File: config.mk
export PLATFORM = sky130hd
export DESIGN_NAME = binary_to_decimal_ascii_unit
export DESIGN_NICKNAME = d
export VERILOG_FILES = /design/src/rtl/b2da_pkg.sv /design/src/rtl/b2da_ctrl.sv /design/src/rtl/b2da_datapath.sv /design/src/rtl/binary_to_decimal_ascii_unit.sv
export SDC_FILE = /design/constraint.sdc
export NUM_CORES = 1
export LEC_CHECK = 0
export BUFFER_PORTS_ARGS = -buffer_cell sky130_fd_sc_hd__buf_2
export CAP_MARGIN = 20
export CORE_MARGIN = 2
export CORE_UTILIZATION = 55
export CTS_BUF_LIST = sky130_fd_sc_hd__clkbuf_2
export CTS_CLUSTER_DIAMETER = 200
export DETAILED_ROUTE_END_ITERATION = 10
export HOLD_SLACK_MARGIN = 0.12
export PLACE_DENSITY_LB_ADDON = 0.15
export SYNTH_ARGS = -nofsm -noshare
export SYNTH_HDL_FRONTEND = slang
export SYNTH_SLANG_ARGS = --single-unit
File: constraint.sdc
create_clock -name clk -period 4 [get_ports clk]
set_input_delay 0.8 -clock clk [delete_from_list [all_inputs] [get_ports clk]]
set_output_delay 0.8 -clock clk [all_outputs]
set_load 0.03 [all_outputs]
File: src/rtl/b2da_pkg.sv
// Package for the binary to decimal ASCII unit: constants, controller state and control structs.
package b2da_pkg;

    localparam int VALUE_WIDTH_DEF = 32;

    // Decimal digits of 2**w - 1 is floor(w * log10(2)) + 1; log10(2) ~ 1233 / 4096.
    localparam int LOG10_2_NUM   = 1233;
    localparam int LOG10_2_SHIFT = 12;

    localparam int CHAR_W      = 6;
    localparam int OUT_TDATA_W = 8;

    localparam logic [CHAR_W-1:0] ASCII_ZERO = 6'd48;

    // Double-dabble correction: a BCD digit of five or more gets three added before the shift.
    localparam logic [3:0] BCD_ADJ_MIN = 4'd5;
    localparam logic [3:0] BCD_ADJ_ADD = 4'd3;

    typedef enum logic [1:0] {
        ST_IDLE,
        ST_CONV,
        ST_SKIP,
        ST_EMIT
    } state_t;

    typedef struct packed {
        logic ready;    // input can be taken
        logic load;     // capture a new value, clear BCD
        logic shift;    // one adjust-and-shift step
        logic dec_idx;  // step digit pointer toward the LSD
        logic emit;     // load output register with the current digit
    } cmd_t;

    typedef struct packed {
        logic conv_done;
        logic digit_zero;
        logic idx_zero;
        logic out_free;
    } status_t;

    function automatic int digits_for_width(input int w);
        int d;
        begin
            d = ((w * LOG10_2_NUM) >> LOG10_2_SHIFT) + 1;
            return d;
        end
    endfunction

endpackage

File: src/rtl/b2da_ctrl.sv
// Controller state machine of the binary to decimal ASCII unit.
module b2da_ctrl (
    input  logic              clk,
    input  logic              rst_n,
    input  logic              in_valid,
    input  b2da_pkg::status_t status,
    output b2da_pkg::cmd_t    cmd
);

    b2da_pkg::state_t state_reg;
    b2da_pkg::state_t state_next;

    always_ff @(posedge clk or negedge rst_n)
    begin
        if (!rst_n)
        begin
            state_reg <= b2da_pkg::ST_IDLE;
        end
        else
        begin
            state_reg <= state_next;
        end
    end

    always_comb
    begin
        state_next = state_reg;
        case (state_reg)
            b2da_pkg::ST_IDLE:
            begin
                if (in_valid)
                begin
                    state_next = b2da_pkg::ST_CONV;
                end
            end
            b2da_pkg::ST_CONV:
            begin
                if (status.conv_done)
                begin
                    state_next = b2da_pkg::ST_SKIP;
                end
            end
            b2da_pkg::ST_SKIP:
            begin
                if (!status.digit_zero || status.idx_zero)
                begin
                    state_next = b2da_pkg::ST_EMIT;
                end
            end
            b2da_pkg::ST_EMIT:
            begin
                if (status.out_free && status.idx_zero)
                begin
                    state_next = b2da_pkg::ST_IDLE;
                end
            end
            default:
            begin
                state_next = b2da_pkg::ST_IDLE;
            end
        endcase
    end

    always_comb
    begin
        cmd = '0;
        case (state_reg)
            b2da_pkg::ST_IDLE:
            begin
                cmd.ready = 1'b1;
                cmd.load  = in_valid;
            end
            b2da_pkg::ST_CONV:
            begin
                cmd.shift = !status.conv_done;
            end
            b2da_pkg::ST_SKIP:
            begin
                cmd.dec_idx = status.digit_zero && !status.idx_zero;
            end
            b2da_pkg::ST_EMIT:
            begin
                cmd.emit    = status.out_free;
                cmd.dec_idx = status.out_free && !status.idx_zero;
            end
            default:
            begin
                cmd = '0;
            end
        endcase
    end

endmodule

File: src/rtl/b2da_datapath.sv
// Datapath of the binary to decimal ASCII unit: double-dabble registers and output register.
module b2da_datapath #(
    parameter int VALUE_WIDTH = b2da_pkg::VALUE_WIDTH_DEF
) (
    input  logic                         clk,
    input  logic                         rst_n,
    input  b2da_pkg::cmd_t               cmd,
    input  logic [VALUE_WIDTH-1:0]       value,
    input  logic                         out_ready,
    output b2da_pkg::status_t            status,
    output logic                         out_valid,
    output logic [b2da_pkg::CHAR_W-1:0]  out_char,
    output logic                         out_last
);

    localparam int NUM_DIGITS = b2da_pkg::digits_for_width(VALUE_WIDTH);
    localparam int BCD_W      = 4 * NUM_DIGITS;
    localparam int CNT_W      = $clog2(VALUE_WIDTH + 1);
    localparam int IDX_W      = $clog2(NUM_DIGITS);

    logic [VALUE_WIDTH-1:0]      bin_reg;
    logic [BCD_W-1:0]            bcd_reg;
    logic [BCD_W-1:0]            bcd_adj;
    logic [CNT_W-1:0]            cnt_reg;
    logic [IDX_W-1:0]            idx_reg;
    logic [3:0]                  cur_digit;
    logic                        out_valid_reg;
    logic [b2da_pkg::CHAR_W-1:0] out_char_reg;
    logic                        out_last_reg;

    always_comb
    begin
        for (int i = 0; i < NUM_DIGITS; i++)
        begin
            if (bcd_reg[i*4 +: 4] >= b2da_pkg::BCD_ADJ_MIN)
            begin
                bcd_adj[i*4 +: 4] = bcd_reg[i*4 +: 4] + b2da_pkg::BCD_ADJ_ADD;
            end
            else
            begin
                bcd_adj[i*4 +: 4] = bcd_reg[i*4 +: 4];
            end
        end
    end

    assign cur_digit = bcd_reg[idx_reg*4 +: 4];

    always_ff @(posedge clk)
    begin
        if (cmd.load)
        begin
            bin_reg <= value;
            bcd_reg <= '0;
            cnt_reg <= CNT_W'(VALUE_WIDTH);
        end
        else if (cmd.shift)
        begin
            bcd_reg <= {bcd_adj[BCD_W-2:0], bin_reg[VALUE_WIDTH-1]};
            bin_reg <= {bin_reg[VALUE_WIDTH-2:0], 1'b0};
            cnt_reg <= cnt_reg - 1'b1;
        end
    end

    always_ff @(posedge clk)
    begin
        if (cmd.load)
        begin
            idx_reg <= IDX_W'(NUM_DIGITS - 1);
        end
        else if (cmd.dec_idx)
        begin
            idx_reg <= idx_reg - 1'b1;
        end
    end

    always_ff @(posedge clk or negedge rst_n)
    begin
        if (!rst_n)
        begin
            out_valid_reg <= 1'b0;
        end
        else if (cmd.emit)
        begin
            out_valid_reg <= 1'b1;
        end
        else if (out_ready)
        begin
            out_valid_reg <= 1'b0;
        end
    end

    always_ff @(posedge clk)
    begin
        if (cmd.emit)
        begin
            out_char_reg <= b2da_pkg::ASCII_ZERO + {2'b00, cur_digit};
            out_last_reg <= (idx_reg == '0);
        end
    end

    assign status.conv_done  = (cnt_reg == '0);
    assign status.digit_zero = (cur_digit == 4'd0);
    assign status.idx_zero   = (idx_reg == '0);
    assign status.out_free   = !out_valid_reg || out_ready;

    assign out_valid = out_valid_reg;
    assign out_char  = out_char_reg;
    assign out_last  = out_last_reg;

endmodule

File: src/rtl/binary_to_decimal_ascii_unit.sv
// Binary to decimal ASCII unit: top level joining controller and datapath.
// Sequence: after the accept, the serial shift-and-adjust loop runs, then leading zeros are skipped
//   (up to NUM_DIGITS-1 of them) before the first digit is emitted.
// Throughput: one value at a time; a new value is taken only once the last digit of the
//   previous one has been emitted. Leading zeros are skipped at one per cycle, and digits are
//   emitted at one per cycle while the output is not stalled.
// Reset: rst_n asynchronous active low; clears the controller to idle and the output valid.
module binary_to_decimal_ascii_unit #(
    parameter int VALUE_WIDTH = b2da_pkg::VALUE_WIDTH_DEF
) (
    input  logic                                clk,
    input  logic                                rst_n,
    // input stream: one binary value per item
    input  logic                                s_axis_tvalid,
    output logic                                s_axis_tready,
    input  logic [((VALUE_WIDTH+7)/8)*8-1:0]    s_axis_tdata,   // [VALUE_WIDTH-1:0] value
    // output stream: one ASCII digit per item, MSD first
    output logic                                m_axis_tvalid,
    input  logic                                m_axis_tready,
    output logic [b2da_pkg::OUT_TDATA_W-1:0]    m_axis_tdata,   // [5:0] digit_char, rest zero
    output logic                                m_axis_tlast    // last_digit
);

    b2da_pkg::cmd_t              cmd;
    b2da_pkg::status_t           status;
    logic [b2da_pkg::CHAR_W-1:0] digit_char;

    // Sequencer: idle -> convert -> skip leading zeros -> emit digits.
    b2da_ctrl u_ctrl (
        .clk      (clk),
        .rst_n    (rst_n),
        .in_valid (s_axis_tvalid),
        .status   (status),
        .cmd      (cmd)
    );

    // Shift register, BCD digits, digit pointer and output register.
    b2da_datapath #(
        .VALUE_WIDTH (VALUE_WIDTH)
    ) u_datapath (
        .clk       (clk),
        .rst_n     (rst_n),
        .cmd       (cmd),
        .value     (s_axis_tdata[VALUE_WIDTH-1:0]),
        .out_ready (m_axis_tready),
        .status    (status),
        .out_valid (m_axis_tvalid),
        .out_char  (digit_char),
        .out_last  (m_axis_tlast)
    );

    assign s_axis_tready = cmd.ready;
    // pad the 6-bit code to a full byte
    assign m_axis_tdata  = {(b2da_pkg::OUT_TDATA_W - b2da_pkg::CHAR_W)'(0), digit_char};

endmodule

==> metrics <==
FFs w/ async S/R, synth roughly 3.3%; TritonCTS buffer count 9; global-route wire length before repair 17000 um; Top Family by Delay on Critical Path flip-flops; most frequent cells in the layout 159 x nand2_1, 51 x a21oi_1, 50 x dfxtp_1, 42 x buf_2, 37 x edfxtp_1; largest net degree at the start of global routing 41; DR WL/cell about 14 um; IO Pins 47; max incr delay on CP 0.87 ns; Finished Cell Area 5310 um^2; grt total ovfl 0; sequential cell area fraction in the yosys report about 45%; Port Buffers 42; setup TNS 0 ns; max_slew headroom between 40% and 50%; Critical Path Start u_datapath.idx_reg[0]; ys flop type dfxtp_1; share of layout cells above drive strength 1 13.5%; vias in the first global route 3678; Synth cell types 49; CTS Sinks 90; Layout area overhead 9.00%; clock-pin slew on the worst setup and hold paths ~0.28 ns; Nets 656; H-Tree Depth 3; worst hold slack 0.458 ns; Final ANT Viol Nets 0; Final Cycle Share 69.0%; Vias/cell 5.49; postcts setup bufs 0; most common cell after layout, fill and taps aside nand2_1; Worst Skew 0.0350 ns; hold wc startpoint s_axis_tdata[10]; number of max-cap violations 0; critical path type flop to flop; Initial DRT Pass Iterations 4; Overall Global Routing Usage 21.5%; pre-CTS setup slack about 1.3 ns; critical path required time 4.49 ns; Routability Congestion 0.785; CP Capture Type flop; origin of the critical flop-to-flop path u_datapath.idx_reg[0]; Startpoint Class flop; # rows 34; critical path, cell by cell mux4_1, a22oi_1, o21ai_2, nor4_4, o21bai_1, a211oi_2; DRC viols 0; ANT cells 0; minimum clock period 2.76 ns; Largest register FFs 40; Yosys reg bits 90; die area 9620 um^2; setup violators final 0; post-synth design cell area 4870 um^2; initial antenna violation count 0; Hold Violations, Final 0; number of synthesized flops with an enable pin 37; CORE AREA around 8600 um^2; Die W 98.1 um; final worst setup slack 1.24 ns; CP max stage cell dfxtp_1; 1st-iter DRT viols ~180; status complete, no violations; fin. max-slew vios 0; starting density of the core 56.4%; CTS Buffer Depth 2; Syn Inst Count 561; Cell Area, Placed 5150 um^2; maximum VDD drop 0.000384 V; worst slew pin tran about 0.76 ns; root buf cell clkbuf_2; pwr dens 873 nW/um^2; CTS tree yes; critical path peak fanout 17; post-DP HPWL 6810 um; Static Leak 2.21 nW; Mapped Avg Cell Area ~8.7 um^2; fmax between 0.3 and 0.4 GHz; chip height 98.1 um; DR vias 3884; Arr. time, crit path 3.25 ns; CP bufs+invs 0; clk_lat worst skew 0.57 ns; Hold Crit Class input pin to flop; post-CTS sizing 0; Final Routed Wirelength 9800 um; RSZ-0062 raised after global routing no; Synthesis Warnings 0
-- kinds of logic (layout without fill, tap and decap cells) --
kind of cell,after synthesis,after routing,synth area share [%]
and+or+nand+nor,240,240,21.4
AOI/OAI and AO/OA,115,115,14.2
DFF,90,90,44.9
buffers and inverters,59,95,5.06
adders and majority gates,26,26,6.68
xor gates and xnor gates,15,15,2.70
muxes,14,14,4.91
other,2,4,0.154
-- power by group --
part	leakage [nW]	internal, mW	switching (mW)
Combinational	1.32	0.904	1.26
Sequential	0.805	1.50	0.406
Clock	0.0890	0.220	0.339
-- stage by stage --
stage                     utilization (%)  total power [mW]  cells
final                                61.4              4.63    707
after global placement               59.6              3.99    690
after CTS                            61.4              4.66    707
after floorplan                         -              3.57    563
after detailed placement             59.6              4.10    690
after global routing                 61.4              5.07    707
-- timing repair --
action / in CTS / in global routing
hold buffers: 1 / 0
setup endpoints to repair: 0 / 0
hold endpoints to repair: 3 / 0
-- worst reg2reg max path, delay by kind of cell, from the launching register on --
kind               cells  cell delay [ns]
DFF                    1             0.87
AOI/OAI and AO/OA      4             0.70
muxes                  1             0.67
and+or+nand+nor        1             0.46
-- layout make-up --
class	count	area, um^2
fillers	778	3330
multi-input cells	414	2450
flip-flops and latches	90	2190
repair buffers	50	273
well taps	108	135
inverters	29	109
clock inverters	6	97.6
clock buffers	10	50.0
-- layer usage --
layer  vias to the layer above  track usage, %  wire length [um]
met3                        15            3.51               358
met4                         0            8.12               180
met2                        78            34.9              4680
li1                       1973               -                 -
met5                         -               0                 0
met1                      1818            29.0              4570
-- cells in the mapped netlist (2+ instances only) --
library cell | instances | area [um^2]
a211oi_1 | 12 | 90.1
a21oi_1 | 51 | 255
a22oi_2 | 2 | 25.0
a311oi_1 | 2 | 17.5
buf_1 | 2 | 7.51
buf_2 | 2 | 10.0
buf_4 | 4 | 30.0
clkbuf_1 | 21 | 78.8
conb_1 | 2 | 7.51
dfrtp_1 | 3 | 75.1
dfxtp_1 | 50 | 1000
edfxtp_1 | 37 | 1110
ha_1 | 26 | 325
inv_1 | 29 | 109
mux2_2 | 2 | 22.5
mux2i_1 | 4 | 40.0
mux4_1 | 2 | 52.6
mux4_2 | 5 | 113
nand2_1 | 159 | 597
nand2b_1 | 14 | 87.6
nand3_1 | 12 | 60.1
nor2_1 | 30 | 113
nor2b_1 | 2 | 12.5
nor3_1 | 4 | 20.0
nor3b_1 | 12 | 90.1
nor4_1 | 3 | 18.8
o21ai_0 | 20 | 100
o21ai_1 | 13 | 65.1
o21ai_2 | 3 | 26.3
xnor2_1 | 14 | 123
-- final timing paths --
kind	endpoint	slack [ns]	cells after the start
max in group asynchronous	u_datapath.out_valid	3.37	2
worst min register to register	u_datapath.bcd_reg[33]	0.52	2
worst min-delay path	u_datapath.bin_reg[10]	0.46	3
worst max register to register	u_datapath.idx_reg[1]	1.24	6
worst max-delay path	u_datapath.idx_reg[1]	1.24	6
min in group asynchronous	u_ctrl.state_reg[1]	0.50	2
Note: power is estimated with default switching activity, not from simulation.
